===== src/hdl/css_pkg.sv =====
package css_pkg;

  localparam int unsigned MaxDepthDefault = 16;
  localparam int unsigned MaxArgsDefault = 16;

  localparam int unsigned ModeW = 3;
  localparam int unsigned CountW = 5;
  localparam int unsigned PosW = 5;
  localparam int unsigned StatusW = 3;
  localparam int unsigned NestW = 5;
  localparam int unsigned ScopeW = 2;

  typedef enum logic [ModeW-1:0] {
    MODE_IF       = 3'd0,
    MODE_IFNOT    = 3'd1,
    MODE_ELSIF    = 3'd2,
    MODE_ELSIFNOT = 3'd3,
    MODE_ELSE     = 3'd4,
    MODE_ENDIF    = 3'd5
  } mode_t;

  typedef enum logic [ScopeW-1:0] {
    SCOPE_OPEN     = 2'd0,
    SCOPE_DEFERRED = 2'd1,
    SCOPE_CLOSED   = 2'd2
  } scope_t;

  typedef enum logic [StatusW-1:0] {
    ST_OK   = 3'd0,
    ST_ARGS = 3'd1,
    ST_NOIF = 3'd2,
    ST_EVAL = 3'd3,
    ST_OVER = 3'd4
  } status_t;

  typedef struct packed {
    logic [ModeW-1:0]  mode;
    logic [CountW-1:0] arg_count;
    logic [PosW-1:0]   first_true_pos;
    logic [PosW-1:0]   first_false_pos;
    logic [PosW-1:0]   first_error_pos;
  } dir_t;

  typedef struct packed {
    status_t          status;
    logic             text_enabled;
    logic [NestW-1:0] nest_depth;
  } res_t;

endpackage


===== src/hdl/css_if.sv =====
interface css_dir_if;
  logic                        valid;
  logic                        ready;
  logic [css_pkg::ModeW-1:0]   mode;
  logic [css_pkg::CountW-1:0]  arg_count;
  logic [css_pkg::PosW-1:0]    first_true_pos;
  logic [css_pkg::PosW-1:0]    first_false_pos;
  logic [css_pkg::PosW-1:0]    first_error_pos;

  modport source (
    output valid, mode, arg_count, first_true_pos, first_false_pos, first_error_pos,
    input  ready
  );
  modport sink (
    input  valid, mode, arg_count, first_true_pos, first_false_pos, first_error_pos,
    output ready
  );
endinterface

interface css_res_if;
  logic                        valid;
  logic                        ready;
  logic [css_pkg::StatusW-1:0] status;
  logic                        text_enabled;
  logic [css_pkg::NestW-1:0]   nest_depth;

  modport source (
    output valid, status, text_enabled, nest_depth,
    input  ready
  );
  modport sink (
    input  valid, status, text_enabled, nest_depth,
    output ready
  );
endinterface


===== src/hdl/css_ram.sv =====
module css_ram #(
  parameter int unsigned WIDTH = 2,
  parameter int unsigned DEPTH = 16
) (
  input  logic                     clk,
  input  logic                     we,
  input  logic [$clog2(DEPTH)-1:0] waddr,
  input  logic [WIDTH-1:0]         wdata,
  input  logic [$clog2(DEPTH)-1:0] raddr,
  output logic [WIDTH-1:0]         rdata
);

  logic [WIDTH-1:0] mem [DEPTH];

  always_ff @(posedge clk) begin
    if (we) begin
      mem[waddr] <= wdata;
    end
    rdata <= mem[raddr];
  end

endmodule


===== src/hdl/css_core.sv =====
module css_core #(
  parameter int unsigned MAX_DEPTH = css_pkg::MaxDepthDefault,
  parameter int unsigned MAX_ARGS  = css_pkg::MaxArgsDefault
) (
  input  logic          clk,
  input  logic          rst,
  input  logic          fire,
  input  css_pkg::dir_t dir,
  output css_pkg::res_t res
);

  localparam int unsigned DW = $clog2(MAX_DEPTH + 1);
  localparam int unsigned AW = $clog2(MAX_DEPTH);

  // The top scope lives in a register; the scopes below it live in the RAM.
  // The RAM is read every cycle at the entry just below the next top, so a
  // pop finds its new top already waiting in the registered read data.
  logic [DW-1:0]   depth, depth_next;
  css_pkg::scope_t top, top_next;
  logic            fwd;
  css_pkg::scope_t fwd_data;

  logic                        ram_we;
  logic [AW-1:0]               ram_waddr, ram_raddr;
  logic [css_pkg::ScopeW-1:0]  ram_rdata;

  css_pkg::scope_t  below, push_val;
  css_pkg::status_t status;
  logic             push_req, top_open, bad_count, has_mis, has_err, eval_err;
  logic [css_pkg::PosW-1:0] mis;

  css_ram #(
    .WIDTH(css_pkg::ScopeW),
    .DEPTH(MAX_DEPTH)
  ) u_ram (
    .clk  (clk),
    .we   (ram_we),
    .waddr(ram_waddr),
    .wdata(top),
    .raddr(ram_raddr),
    .rdata(ram_rdata)
  );

  always_comb begin
    below = fwd ? fwd_data : css_pkg::scope_t'(ram_rdata);
    top_open = (depth == '0) || (top == css_pkg::SCOPE_OPEN);
    bad_count = (dir.arg_count == '0) || ({2'b00, dir.arg_count} > 7'(MAX_ARGS));
    mis = (dir.mode == css_pkg::MODE_IF || dir.mode == css_pkg::MODE_ELSIF)
          ? dir.first_false_pos : dir.first_true_pos;
    has_mis = mis < dir.arg_count;
    has_err = dir.first_error_pos < dir.arg_count;
    eval_err = has_err && (!has_mis || dir.first_error_pos <= mis);

    depth_next = depth;
    top_next = top;
    status = css_pkg::ST_OK;
    push_req = 1'b0;
    push_val = css_pkg::SCOPE_CLOSED;
    ram_we = 1'b0;

    if (fire) begin
      unique case (css_pkg::mode_t'(dir.mode)) inside
        css_pkg::MODE_IF, css_pkg::MODE_IFNOT: begin
          if (bad_count) begin
            status = css_pkg::ST_ARGS;
          end else if (!top_open) begin
            push_req = 1'b1;
          end else if (eval_err) begin
            status = css_pkg::ST_EVAL;
          end else begin
            push_req = 1'b1;
            push_val = has_mis ? css_pkg::SCOPE_DEFERRED : css_pkg::SCOPE_OPEN;
          end
        end
        css_pkg::MODE_ELSIF, css_pkg::MODE_ELSIFNOT: begin
          if (bad_count) begin
            status = css_pkg::ST_ARGS;
          end else if (depth == '0) begin
            status = css_pkg::ST_NOIF;
          end else if (top == css_pkg::SCOPE_OPEN) begin
            top_next = css_pkg::SCOPE_CLOSED;
          end else if (top == css_pkg::SCOPE_DEFERRED) begin
            if (eval_err) begin
              status = css_pkg::ST_EVAL;
            end else if (!has_mis) begin
              top_next = css_pkg::SCOPE_OPEN;
            end
          end
        end
        css_pkg::MODE_ELSE: begin
          if (dir.arg_count != '0) begin
            status = css_pkg::ST_ARGS;
          end else if (depth == '0) begin
            status = css_pkg::ST_NOIF;
          end else if (top == css_pkg::SCOPE_OPEN) begin
            top_next = css_pkg::SCOPE_CLOSED;
          end else if (top == css_pkg::SCOPE_DEFERRED) begin
            top_next = css_pkg::SCOPE_OPEN;
          end
        end
        css_pkg::MODE_ENDIF: begin
          if (dir.arg_count != '0) begin
            status = css_pkg::ST_ARGS;
          end else if (depth == '0) begin
            status = css_pkg::ST_NOIF;
          end else begin
            depth_next = depth - DW'(1);
            top_next = below;
          end
        end
        default: begin
        end
      endcase

      if (push_req) begin
        if (depth == DW'(MAX_DEPTH)) begin
          status = css_pkg::ST_OVER;
        end else begin
          depth_next = depth + DW'(1);
          top_next = push_val;
          ram_we = (depth != '0);
        end
      end
    end

    ram_waddr = AW'(depth - DW'(1));
    ram_raddr = AW'(depth_next - DW'(2));

    res.status = status;
    res.text_enabled = (depth_next == '0) || (top_next == css_pkg::SCOPE_OPEN);
    res.nest_depth = css_pkg::NestW'(depth_next);
  end

  always_ff @(posedge clk) begin
    if (rst) begin
      depth <= '0;
      top <= css_pkg::SCOPE_OPEN;
      fwd <= 1'b0;
    end else begin
      depth <= depth_next;
      top <= top_next;
      fwd <= ram_we && (ram_waddr == ram_raddr);
    end
    fwd_data <= top;
  end

  a_depth_bound: assert property (@(posedge clk) disable iff (rst)
    depth <= DW'(MAX_DEPTH))
    else $error("stack depth beyond capacity");

  a_fwd_after_push: assert property (@(posedge clk) disable iff (rst)
    fwd |-> depth >= DW'(2))
    else $error("forwarding without a stored entry below the top");

  a_depth_step: assert property (@(posedge clk) disable iff (rst)
    !fire |=> $stable(depth))
    else $error("stack depth changed without a request");

  a_over_full: assert property (@(posedge clk) disable iff (rst)
    fire && status == css_pkg::ST_OVER |-> depth == DW'(MAX_DEPTH))
    else $error("overflow reported below capacity");

endmodule


===== src/hdl/css_obuf.sv =====
module css_obuf (
  input  logic          clk,
  input  logic          rst,
  input  logic          in_valid,
  output logic          in_ready,
  input  css_pkg::res_t in_res,
  css_res_if.source     result
);

  logic          out_valid, skid_valid;
  css_pkg::res_t out_res, skid_res;
  logic          take;

  assign in_ready = !skid_valid;
  assign take = out_valid && result.ready;

  assign result.valid = out_valid;
  assign result.status = out_res.status;
  assign result.text_enabled = out_res.text_enabled;
  assign result.nest_depth = out_res.nest_depth;

  always_ff @(posedge clk) begin
    if (rst) begin
      out_valid <= 1'b0;
      skid_valid <= 1'b0;
    end else begin
      if (skid_valid) begin
        if (take) begin
          out_valid <= 1'b1;
          skid_valid <= 1'b0;
        end
      end else if (in_valid) begin
        if (!out_valid || take) begin
          out_valid <= 1'b1;
        end else begin
          skid_valid <= 1'b1;
        end
      end else if (take) begin
        out_valid <= 1'b0;
      end
    end
    if (skid_valid) begin
      if (take) begin
        out_res <= skid_res;
      end
    end else if (in_valid) begin
      if (!out_valid || take) begin
        out_res <= in_res;
      end else begin
        skid_res <= in_res;
      end
    end
  end

  a_skid_implies_out: assert property (@(posedge clk) disable iff (rst)
    skid_valid |-> out_valid)
    else $error("skid entry held while output register empty");

  a_no_accept_when_full: assert property (@(posedge clk) disable iff (rst)
    skid_valid && !result.ready |=> skid_valid && $stable(skid_res))
    else $error("skid entry lost while output stalled");

endmodule


===== src/hdl/conditional_scope_stack.sv =====
// A request's result is registered in a two-entry output buffer, which keeps accepting
// while one result waits to be taken. One request per cycle while the buffer has room;
// the top scope is held in a register and the scope RAM is read one entry ahead, so
// back-to-back pushes and pops run at full rate.
// Reset (synchronous, active high) empties the stack; the scope RAM is not cleared.
module conditional_scope_stack #(
  parameter int unsigned MAX_DEPTH = css_pkg::MaxDepthDefault,
  parameter int unsigned MAX_ARGS  = css_pkg::MaxArgsDefault
) (
  input logic       clk,
  input logic       rst,
  css_dir_if.sink   directive,
  css_res_if.source result
);

  logic          fire, buf_ready;
  css_pkg::dir_t dir;
  css_pkg::res_t res;

  assign directive.ready = buf_ready;
  assign fire = directive.valid && buf_ready;

  assign dir.mode = directive.mode;
  assign dir.arg_count = directive.arg_count;
  assign dir.first_true_pos = directive.first_true_pos;
  assign dir.first_false_pos = directive.first_false_pos;
  assign dir.first_error_pos = directive.first_error_pos;

  css_core #(
    .MAX_DEPTH(MAX_DEPTH),
    .MAX_ARGS (MAX_ARGS)
  ) u_core (
    .clk (clk),
    .rst (rst),
    .fire(fire),
    .dir (dir),
    .res (res)
  );

  css_obuf u_obuf (
    .clk     (clk),
    .rst     (rst),
    .in_valid(fire),
    .in_ready(buf_ready),
    .in_res  (res),
    .result  (result)
  );

endmodule

===== src/flat_wrapper.sv =====
// flat-port wrapper written by rule: the top's interface ports become plain ports
module conditional_scope_stack_flat 
#(
  parameter int unsigned MAX_DEPTH = css_pkg::MaxDepthDefault,
  parameter int unsigned MAX_ARGS  = css_pkg::MaxArgsDefault
)
  (clk, rst, directive_valid, directive_mode, directive_arg_count, directive_first_true_pos, directive_first_false_pos, directive_first_error_pos, directive_ready, result_valid, result_status, result_text_enabled, result_nest_depth, result_ready);
  css_dir_if directive_i ();
  css_res_if result_i ();
  input logic clk;
  input logic rst;
  input wire logic [$bits(directive_i.valid)-1:0] directive_valid;
  input wire logic [$bits(directive_i.mode)-1:0] directive_mode;
  input wire logic [$bits(directive_i.arg_count)-1:0] directive_arg_count;
  input wire logic [$bits(directive_i.first_true_pos)-1:0] directive_first_true_pos;
  input wire logic [$bits(directive_i.first_false_pos)-1:0] directive_first_false_pos;
  input wire logic [$bits(directive_i.first_error_pos)-1:0] directive_first_error_pos;
  output wire logic [$bits(directive_i.ready)-1:0] directive_ready;
  output wire logic [$bits(result_i.valid)-1:0] result_valid;
  output wire logic [$bits(result_i.status)-1:0] result_status;
  output wire logic [$bits(result_i.text_enabled)-1:0] result_text_enabled;
  output wire logic [$bits(result_i.nest_depth)-1:0] result_nest_depth;
  input wire logic [$bits(result_i.ready)-1:0] result_ready;
  assign directive_i.valid = directive_valid;
  assign directive_i.mode = directive_mode;
  assign directive_i.arg_count = directive_arg_count;
  assign directive_i.first_true_pos = directive_first_true_pos;
  assign directive_i.first_false_pos = directive_first_false_pos;
  assign directive_i.first_error_pos = directive_first_error_pos;
  assign directive_ready = directive_i.ready;
  assign result_valid = result_i.valid;
  assign result_status = result_i.status;
  assign result_text_enabled = result_i.text_enabled;
  assign result_nest_depth = result_i.nest_depth;
  assign result_i.ready = result_ready;
  conditional_scope_stack #(.MAX_DEPTH(MAX_DEPTH), .MAX_ARGS(MAX_ARGS)) u_core (.clk(clk), .rst(rst), .directive(directive_i), .result(result_i));
endmodule

===== config.mk =====
export PLATFORM = sky130hd
export DESIGN_NAME = conditional_scope_stack_flat
export DESIGN_NICKNAME = d
export VERILOG_FILES = /design/src/hdl/css_pkg.sv /design/src/hdl/css_if.sv /design/src/hdl/css_ram.sv /design/src/hdl/css_core.sv /design/src/hdl/css_obuf.sv /design/src/hdl/conditional_scope_stack.sv /design/src/flat_wrapper.sv
export SDC_FILE = /design/constraint.sdc
export NUM_CORES = 1
export LEC_CHECK = 0
export ABC_CLOCK_PERIOD_IN_PS = 4510
export BUFFER_PORTS_ARGS = -buffer_cell sky130_fd_sc_hd__buf_2
export CAP_MARGIN = 20
export CORE_ASPECT_RATIO = 1.25
export CORE_UTILIZATION = 39
export CTS_BUF_LIST = sky130_fd_sc_hd__clkbuf_8 sky130_fd_sc_hd__clkbuf_16
export DETAILED_ROUTE_END_ITERATION = 10
export SYNTH_ARGS = -nofsm -noshare
export SYNTH_HDL_FRONTEND = slang
export SYNTH_SLANG_ARGS = --single-unit

===== constraint.sdc =====
create_clock -name clk -period 4.51 [get_ports clk]
set_input_delay 0.2255 -clock clk [delete_from_list [all_inputs] [get_ports clk]]
set_output_delay 0.2255 -clock clk [all_outputs]
set_load 0.02 [all_outputs]

==> flow_summary_export.csv, run 1 <==
group,metric,value,unit
timing,clock.fmax,0.255,GHz
setup_path,max_stage_delay,0.62,ns
detailed_routing,ant_nets,0,
setup_path,worstPathMaxFanout,9,
cells_and_area,fin_cells,478,
global_route,grt_usage,17.7,%
timing,setup-tns-final,0,ns
cells_and_area,fillers,849,
power_and_ir_drop,power.total,1.21,mW
clocking,clock-sinks,64,
cells_and_area,antenna_cells,0,
cells_and_area,multi_input_area,1670,sq um
synthesis,synth-async-reset-ratio,0,%
synthesis,netlist.area_leader.share,41.9,%
setup_path,worstPathCellList,"inv_1 -> ha_1 -> or4b_1 -> o21ai_1 -> nand2b_1 -> o21bai_1 -> or3_1 -> nand3_1 -> xnor2_2 -> mux4_2 -> mux2i_1",
synthesis,syn_nets,357,
synthesis,synthFlopType,"edfxtp_1",
synthesis,ys_seq_area_share,49.7,%
synthesis,ys_ff_latch,64,
job,cap_violations,0,
placement,dpl.hpwl,5600,um
detailed_routing,vias,2535,
timing,finalMaxSlewViolations,0,
timing,relSlewSlack,39.0,%
clocking,clockBufferDepth,2,
placement,place_inst,462,
setup_path,end_kind,"flop",
global_route,antenna_found_initial,0,
global_route,overflow,0,
detailed_routing,wirelength,7540,um
worst_hold_path,hp-class,"in2reg",
timing,finalCritPeriodShare,86.8,%
cells_and_area,seqCellArea,1780,sq um
clocking,cts_buffers,9,
setup_path,regToRegStartpoint,"u_core.u_core.depth[0]$_SDFF_PP0_",
setup_path,cp-start-kind,"flop",
setup_path,worstPathRequired,4.77,ns
synthesis,synth_top_area_cell,"edfxtp_1",
detailed_routing,drt-wirelength-per-cell,15.8,um
die,io_pins,38,
placement,portBuffers,37,
detailed_routing,first_pass_iters,4,
clocking,holdBufCountCts,0,
synthesis,synthTopCellsByArea,"edfxtp_1 42%, dfxtp_1 7.8%, mux2i_1 6.1%",
setup_path,crit_path_top_delay_cell,"or4b_1",
setup_path,crit_start,"u_core.u_core.depth[0]$_SDFF_PP0_",
setup_path,worst-setup-path-type,"reg2reg",
die,fp.dieW,87.8,um
clocking,h-tree-depth,3,
detailed_routing,drc,0,
timing,tightest_slew,0.916,ns
die,die_y,109,um
worst_hold_path,hp-start,"result_ready",
setup_path,path_buf_inv,1,
clocking,cts_resized,0,
global_route,grt_pass1_wl,12600,um
clocking,post_cts_buffers,0,
synthesis,synth_cell_types,62,
detailed_routing,drt_iter0_drc,99,
clocking,cts_tree,"done",
cells_and_area,area_growth,12.7,%
cells_and_area,final_layout_size_suffix_gt1_share,20.9,%
die,die_area,9590,sq um
power_and_ir_drop,p_per_area,298,nW/um^2
die,rows,38,
detailed_routing,vias_per_cell,5.30,
clocking,clockRootBuffer,"clkbuf_8",
cells_and_area,fin_nets,397,
power_and_ir_drop,peakVddDrop,0.129,mV
placement,gp_congestion,0.803,
synthesis,ys_top_cells_by_count,"50 x edfxtp_1, 22 x mux2i_1, 18 x inv_1",
timing,period_needed,3.91,ns
die,core,8800,sq um
clocking,clk_latency,0.34,ns
timing,grt_setup_unrepaired,"false",
power_and_ir_drop,total_leakage_power,1.66,nW
synthesis,synth-edff-count,50,
synthesis,syn-mean-instance-area,11.5,sq um
clocking,clk_pin_slew,0.06,ns
global_route,grt_pass1_vias,2552,
synthesis,synth.cell_area,3590,sq um
setup_path,arrival,4.18,ns
synthesis,ys_warn_count,0,
setup_path,cp_top_family,"simple AND/OR/NAND/NOR gates",
synthesis,synthCells,313,
timing,finalClockSkew,0.00658,ns
die,initial_core_util,40.8,%
timing,finalHoldViolations,0,
timing,setup_violations,0,
run_status,status,"complete, no violations",
synthesis,yosys.cell_count.top_type,"edfxtp_1",
global_route,grt_max_degree,25,
metal layers:
layer,routed length (um),track usage (%),vias up
li1,-,-,1251
met3,226,3.48,11
met4,151,7.61,0
met1,3360,22.0,1214
met5,0,0,-
met2,3800,29.7,59
flip-flops by register name (all words and copies together), names as in the netlist:
register,flops
u_core.u_obuf.result.valid,1
u_core.u_obuf.skid_res,9
u_core.u_core.u_ram.rdata,2
u_core.u_core.u_ram.mem,32
u_core.u_obuf.result.text_enabled,1
u_core.u_core.depth,5
u_core.u_obuf.skid_valid,1
u_core.u_obuf.result.status,3
u_core.u_core.top,2
u_core.u_core.fwd,1
u_core.u_core.fwd_data,2
u_core.u_obuf.result.nest_depth,5
worst register-to-register path: stages, from the launching register on:
cell and delay [ns]:
dfxtp_1 0.40, inv_1 0.12, ha_1 0.38, or4b_1 0.62, o21ai_1 0.26, nand2b_1 0.16, o21bai_1 0.58, or3_1 0.21
nand3_1 0.21, xnor2_2 0.38, mux4_2 0.37, mux2i_1 0.16
logic make-up (layout without fill, tap and decap cells):
family          count (synthesis)  in the layout  synth area share, %
compound gates                 63             63                 11.6
xor+xnor                        7              7                 2.13
fa+ha+maj                      17             17                 5.93
buf+inv                        30             75                 4.22
flops                          64             64                 49.7
mux                            33             33                 10.8
simple gates                   99             99                 15.6
worst paths after layout:
| check | endpoint | slack [ns] | cells after the start |
|---|---|---|---|
| worst max-delay path | u_core.u_core.u_ram.rdata[0]$_DFF_P_ | 0.60 | 11 |
| worst min register to register | u_core.u_obuf.result.nest_depth[1]$_DFFE_PP_ | 0.53 | 2 |
| worst min-delay path | u_core.u_obuf.skid_valid$_SDFF_PP0_ | 0.08 | 2 |
| worst max register to register | u_core.u_core.u_ram.rdata[0]$_DFF_P_ | 0.60 | 11 |
stage by stage:
stage               setup WS, ns  utilization (%)  area (sq um)  hold WS [ns]
finish                     0.595             46.0          4040        0.0814
global route               0.281             46.0          4040        0.0833
CTS                        0.570             46.0          4040        0.0670
detailed placement         0.464             44.0          3870         0.429
global placement           0.577             44.0          3870         0.427
floorplan                   1.16                -          3590         0.326
where the power goes:
part           internal (mW)  switching (mW)  leakage (nW)
sequential             0.644         0.00655         0.602
combinational         0.0544          0.0827         0.955
clock                  0.220           0.199         0.104
total                  0.919           0.288          1.66
cell usage in the layout (no fill, tap or decap), types with 14 or more instances in the layout:
cell,synthesis,layout
o21ai_0,17,17
dfxtp_1,14,14
nor2_1,17,17
buf_2,0,37
mux2i_1,22,22
edfxtp_1,50,50
and2_1,15,15
nand2_1,16,16
inv_1,18,22
ha_1,17,17
cell type report:
cell class	instances	area share [%]
clock buffers	11	3.74
clock inverters	5	0.495
inverters	20	1.86
multi-input cells	219	41.2
flip-flops and latches	64	44.1
well taps	120	3.71
repair buffers	39	4.95
(Power assumes the default switching activity.)
==> run 2, diff against run 1 <==
==> constraint.sdc (replaced) <==
create_clock -name clk -period 4.51 [get_ports clk]
set_input_delay 1.1275 -clock clk [delete_from_list [all_inputs] [get_ports clk]]
set_output_delay 1.1275 -clock clk [all_outputs]
set_load 0.02 [all_outputs]
==> run 2 against run 1 <==
Net effect:
- die area is the same
- largest cell class unchanged
- clock skew is essentially flat
- first-iteration DRC count grew 19%
- maximum frequency shrank 6.6%
- critical path depth grew 6
- cell count grew 2.1%
- wire length grew 3.7%
- core utilization grew 1.5 points
- combinational power grew 4%
- non-clock buffer count grew 10
- global-route usage grew 0.50 points
- via count grew 2.6%
==> flow_summary_export.csv, run 2 (synthesized netlist as in run 1, its figures left out) <==
group,metric,value,unit
cells_and_area,final_area,4180,sq um
clocking,clockBufferDepth,2,
cells_and_area,largest_reg_flops,32,
power_and_ir_drop,power.switching,0.302,mW
timing,setup_violations,0,
power_and_ir_drop,total_leakage_power,1.73,nW
cells_and_area,final_cell_mix,"50 x edfxtp_1, 37 x buf_2, 22 x mux2i_1, 19 x inv_1",
timing,tightest_slew,0.902,ns
detailed_routing,drt-wirelength-per-cell,16.0,um
setup_path,worstPathRequired,4.78,ns
power_and_ir_drop,p_per_area,315,nW/um^2
die,rows,38,
cells_and_area,fin_nets,407,
clocking,clockRootBuffer,"clkbuf_8",
die,initial_core_util,40.8,%
job,cap_violations,0,
timing,setup_ws,0.320,ns
power_and_ir_drop,clkPwrFrac,39.8,%
run_status,status,"complete, no violations",
setup_path,arrival,4.46,ns
timing,finalMaxSlewViolations,0,
setup_path,end_kind,"flop",
setup_path,path_buf_inv,3,
setup_path,worst-setup-path-type,"in2reg",
cells_and_area,post-route-util,47.5,%
timing,whs,0.530,ns
die,die_y,109,um
power_and_ir_drop,comb_power_share,10.9,%
setup_path,cp-start-kind,"primary input",
detailed_routing,routed.top_layer,"met4",
global_route,grt_pass1_wl,12900,um
timing,finalHoldViolations,0,
timing,clock.fmax,0.239,GHz
clocking,clock-sinks,64,
die,fp.dieW,87.8,um
detailed_routing,first_pass_iters,5,
clocking,post_cts_buffers,0,
global_route,grt_max_degree,25,
cells_and_area,largest-register,"u_core.u_core.u_ram.mem",
power_and_ir_drop,seq_power_share,49.4,%
clocking,holdBufCountCts,0,
global_route,antenna_found_initial,0,
cells_and_area,final_layout_size_suffix_gt1_share,23.9,%
setup_path,max_stage_delay,0.38,ns
setup_path,crit_path_top_delay_cell,"mux2_2",
detailed_routing,ant_nets,0,
cells_and_area,fillers,832,
clocking,cts_tree,"done",
cells_and_area,mostFrequentLayoutCell,"edfxtp_1",
detailed_routing,drt_iter0_drc,118,
setup_path,path_common_cell,"ha_1",
die,core,8800,sq um
timing,relSlewSlack,39.9,%
clocking,clk_pin_slew,0.07,ns
clocking,cts_resized,0,
cells_and_area,area_growth,16.5,%
cells_and_area,seqCellArea,1780,sq um
timing,grt_setup_unrepaired,"false",
detailed_routing,drc,0,
detailed_routing,route.met3.wl,272,um
die,io_pins,38,
detailed_routing,wl_met2,3920,um
placement,place_ws,-0.0256,ns
power_and_ir_drop,p_sw_share,22.9,%
global_route,overflow,0,
timing,finalCritPeriodShare,92.9,%
die,die_area,9590,sq um
cells_and_area,multi_input_area,1670,sq um
detailed_routing,met1_length,3470,um
global_route,grt_pass1_vias,2667,
clocking,clk_latency,0.34,ns
placement,placed_cell_area,3960,sq um
cells_and_area,biggestRegsByFlops,"u_core.u_core.u_ram.mem: 32 flops, u_core.u_obuf.skid_res: 9 flops",
timing,finalClockSkew,0.00685,ns
power_and_ir_drop,peakVddDrop,0.140,mV
setup_path,cp_top_family,"multiplexers",
power_and_ir_drop,intPower,1.02,mW
detailed_routing,wirelength,7820,um
global_route,grt_usage,18.2,%
detailed_routing,vias_per_cell,5.33,
detailed_routing,vias,2602,
cells_and_area,antenna_cells,0,
placement,portBuffers,37,
placement,gp_congestion,0.827,
setup_path,worstPathMaxFanout,5,
setup_path,worstPathCellList,"buf_2 -> nor2_2 -> mux2_2 -> inv_1 -> ha_1 -> and3b_1 -> o21ai_0 -> a211oi_1 -> o211a_2 -> o21ai_2 -> and4_1 -> a211o_1 -> inv_2 -> ha_1 -> xnor2_2 -> mux4_2 -> mux2i_1",
worst_hold_path,hp-class,"reg2reg",
clocking,cts_buffers,9,
clocking,h-tree-depth,3,
timing,period_needed,4.19,ns
placement,dpl.hpwl,5810,um
[run 2: changes by cell type in the layout (fill, tap and decap cells not counted), sizes merged]
cell    previous run  this run
bufinv             0         1
clkbuf            11        13
inv               24        21
buf               39        49
[run 2: area by class of cell]
cell class	count	area share, %
clock buffer	13	4.28
clock inverter	3	0.928
inverter	20	1.80
multi-input combinational	219	39.9
sequential	64	42.6
tap	120	3.59
timing repair buffer	49	6.89
[run 2: stage by stage]
step,std cells,TNS [ns],power (mW)
4_1_cts,488,0,1.33
5_1_grt,488,0,1.37
6_report,488,0,1.32
3_5_place_dp,472,-0.0369,0.807
2_1_floorplan,313,0,0.757
3_3_place_gp,472,0,0.805
[run 2: layer usage]
metal	vias up	track usage [%]
met5	-	0
met4	0	8.20
met3	12	3.94
met2	57	31.3
met1	1260	21.6
li1	1273	-
[run 2: worst paths after layout]
| check | startpoint | to | slack, ns | depth (start not counted) |
|---|---|---|---|---|
| max | directive_mode[2] | u_core.u_core.u_ram.rdata[0]$_DFF_P_ | 0.32 | 17 |
| min | u_core.u_obuf.skid_res[8]$_DFFE_PP_ | u_core.u_obuf.result.status[2]$_DFFE_PP_ | 0.53 | 2 |
| max reg2reg | u_core.u_core.depth[0]$_SDFF_PP0_ | u_core.u_core.u_ram.rdata[0]$_DFF_P_ | 0.83 | 13 |
| min reg2reg | u_core.u_obuf.skid_res[8]$_DFFE_PP_ | u_core.u_obuf.result.status[2]$_DFFE_PP_ | 0.53 | 2 |
[run 2: worst min-delay path: stages, from the launching register on]
cell,delay [ns]
edfxtp_1,0.32
nand2_1,0.05
o31ai_1,0.05
[run 2: power by group through the flow]
stage               registers, mW  logic (mW)  clock network, mW
finish                      0.650       0.143              0.524
global route                0.651       0.162              0.558
CTS                         0.650       0.145              0.536
detailed placement          0.663       0.144                  0
global placement            0.663       0.142                  0
floorplan                   0.670      0.0864                  0
==> run 3, diff against run 2 <==
--- a/config.mk
+++ b/config.mk
@@ -12,6 +12,7 @@
 export CORE_UTILIZATION = 39
 export CTS_BUF_LIST = sky130_fd_sc_hd__clkbuf_8 sky130_fd_sc_hd__clkbuf_16
 export DETAILED_ROUTE_END_ITERATION = 10
+export MAX_ROUTING_LAYER = met4
 export SYNTH_ARGS = -nofsm -noshare
 export SYNTH_HDL_FRONTEND = slang
 export SYNTH_SLANG_ARGS = --single-unit
==> run 3 against run 2 <==
Net effect:
- clock skew up 0.0027 ns
- die area stayed put
- global-route usage grew 0.26 points
- cell count rose by 0.20%
- sequential power about the same
- design area fell by 0.90%
- maximum frequency grew 0.99%
- worst setup slack improved by 0.041 ns
- clock-buffer cell count fell by 3
- largest cell class unchanged
==> flow_summary_export.csv, run 3 (synthesized netlist as in run 1, its figures left out) <==
group,metric,value,unit
run_status,status,"complete, no violations",
power_and_ir_drop,total_leakage_power,1.70,nW
detailed_routing,drc,0,
timing,clock.fmax,0.241,GHz
die,fp.dieW,87.8,um
timing,finalMaxSlewViolations,0,
die,initial_core_util,40.8,%
setup_path,worstPathCellList,"buf_2 -> nor2_2 -> mux2_2 -> inv_1 -> ha_1 -> and3b_1 -> o21ai_0 -> a211oi_1 -> o211a_2 -> o21ai_2 -> and4_1 -> a211o_1 -> inv_2 -> ha_1 -> xnor2_2 -> mux4_2 -> mux2i_1",
detailed_routing,drt_iter0_drc,147,
setup_path,regToRegStartpoint,"u_core.u_core.depth[0]$_SDFF_PP0_",
setup_path,cp-start-kind,"primary input",
cells_and_area,biggestRegsByFlops,"u_core.u_core.u_ram.mem: 32 flops, u_core.u_obuf.skid_res: 9 flops",
power_and_ir_drop,peakVddDrop,0.102,mV
cells_and_area,final_cell_mix,"50 x edfxtp_1, 37 x buf_2, 22 x mux2i_1, 18 x inv_1",
cells_and_area,seqCellArea,1780,sq um
detailed_routing,drt-wirelength-per-cell,15.7,um
global_route,antenna_found_initial,0,
setup_path,end_kind,"flop",
placement,place_inst,473,
clocking,clockRootBuffer,"clkbuf_8",
cells_and_area,multi_input_area,1670,sq um
clocking,cts_resized,0,
detailed_routing,route.met3.wl,346,um
clocking,clk_latency,0.34,ns
cells_and_area,area_growth,15.4,%
timing,finalClockSkew,0.00954,ns
detailed_routing,wl_met2,3900,um
clocking,holdBufCountCts,0,
detailed_routing,met1_length,3270,um
die,rows,38,
clocking,h-tree-depth,3,
cells_and_area,mostFrequentLayoutCell,"edfxtp_1",
detailed_routing,vias_per_cell,5.25,
setup_path,path_common_cell,"ha_1",
clocking,clockBufferDepth,2,
timing,setup-tns-final,0,ns
clocking,post_cts_buffers,0,
die,die_y,109,um
setup_path,worstPathRequired,4.78,ns
timing,finalCritPeriodShare,92.0,%
cells_and_area,final_layout_size_suffix_gt1_share,24.4,%
setup_path,worstPathMaxFanout,5,
worst_hold_path,hp-start,"u_core.u_obuf.skid_res[3]$_DFFE_PP_",
worst_hold_path,hp-class,"reg2reg",
cells_and_area,fin_nets,408,
global_route,grt_usage,18.5,%
cells_and_area,antenna_cells,0,
global_route,grt_pass1_wl,12700,um
global_route,grt_pass1_vias,2609,
timing,finalHoldViolations,0,
placement,gp_congestion,0.827,
timing,period_needed,4.15,ns
die,core,8800,sq um
detailed_routing,ant_nets,0,
cells_and_area,fillers,816,
clocking,cts_tree,"done",
global_route,grt_max_degree,25,
clocking,clk_pin_slew,0.07,ns
setup_path,crit_path_top_delay_cell,"mux2_2",
die,io_pins,38,
setup_path,worst-setup-path-type,"in2reg",
detailed_routing,vias,2567,
timing,relSlewSlack,41.2,%
power_and_ir_drop,p_per_area,294,nW/um^2
detailed_routing,first_pass_iters,4,
cells_and_area,largest_reg_flops,32,
cells_and_area,fin_cells,489,
setup_path,arrival,4.42,ns
detailed_routing,routed.top_layer,"met4",
setup_path,crit_start,"directive_mode[2]",
placement,dpl.hpwl,5820,um
clocking,cts_buffers,9,
detailed_routing,wirelength,7690,um
timing,grt_setup_unrepaired,"false",
setup_path,path_buf_inv,3,
setup_path,cp_top_family,"multiplexers",
cells_and_area,largest-register,"u_core.u_core.u_ram.mem",
timing,tightest_slew,0.882,ns
placement,portBuffers,37,
timing,setup_violations,0,
die,die_area,9590,sq um
clocking,clock-sinks,64,
global_route,overflow,0,
job,cap_violations,0,
setup_path,max_stage_delay,0.38,ns
==> run 3: changes by cell type in the layout (fill, tap and decap cells not counted) <==
cell        before  now
bufinv_16        1    0
clkbuf_8        13   10
inv_1           19   18
clkinv_2         1    4
buf_4           11   12
clkinvlp_4       0    2
==> run 3: power breakdown <==
part           internal [mW]  total [mW]  switching [mW]  leakage (nW)
Combinational         0.0598       0.143          0.0834          1.01
Sequential             0.643       0.650         0.00648         0.602
Clock                  0.210       0.423           0.214        0.0878
==> run 3: per-stage QoR <==
| stage | setup slack, ns | instance area, sq um | utilization, % | power (mW) | hold slack (ns) |
|---|---|---|---|---|---|
| global route | 0.170 | 4140 | 47.1 | 1.27 | 0.561 |
| CTS | 0.369 | 4140 | 47.1 | 1.23 | 0.542 |
| floorplan | 0.253 | 3590 | - | 0.757 | 0.498 |
| detailed placement | 0.0168 | 3970 | 45.1 | 0.807 | 0.532 |
| finish | 0.361 | 4140 | 47.1 | 1.22 | 0.543 |
| global placement | 0.109 | 3970 | 45.1 | 0.805 | 0.518 |
==> run 3: path summary, 6_finish.rpt <==
check / endpoint / slack (ns) / depth (start not counted)
min: u_core.u_obuf.result.nest_depth[3]$_DFFE_PP_ / 0.54 / 2
max: u_core.u_core.u_ram.rdata[0]$_DFF_P_ / 0.36 / 17
max reg2reg: u_core.u_core.u_ram.rdata[0]$_DFF_P_ / 0.85 / 13
min reg2reg: u_core.u_obuf.result.nest_depth[3]$_DFFE_PP_ / 0.54 / 2
==> run 3: area by class of cell <==
| cell class | instances | share of cell area, % |
|---|---|---|
| multi-input combinational | 219 | 40.2 |
| sequential | 64 | 43.0 |
| timing repair buffer | 50 | 7.13 |
| inverter | 20 | 1.81 |
| clock buffer | 10 | 3.32 |
| tap | 120 | 3.63 |
| clock inverter | 6 | 0.846 |
==> run 3: layer usage <==
layer | up-vias | track usage, %
met5 | - | -
met1 | 1212 | 21.6
met3 | 12 | 3.56
li1 | 1276 | -
met2 | 67 | 30.6
met4 | 0 | 8.43
==> run 3: worst reg2reg max path: stages, from the launching register on <==
cell and delay, ns:
dfxtp_1 0.42, inv_1 0.13, ha_1 0.37, or4b_1 0.63, o21ai_1 0.27, nand2b_1 0.16, o21ai_2 0.18, and4_1 0.21
a211o_1 0.13, inv_2 0.05, ha_1 0.22, xnor2_2 0.32, mux4_2 0.36, mux2i_1 0.14
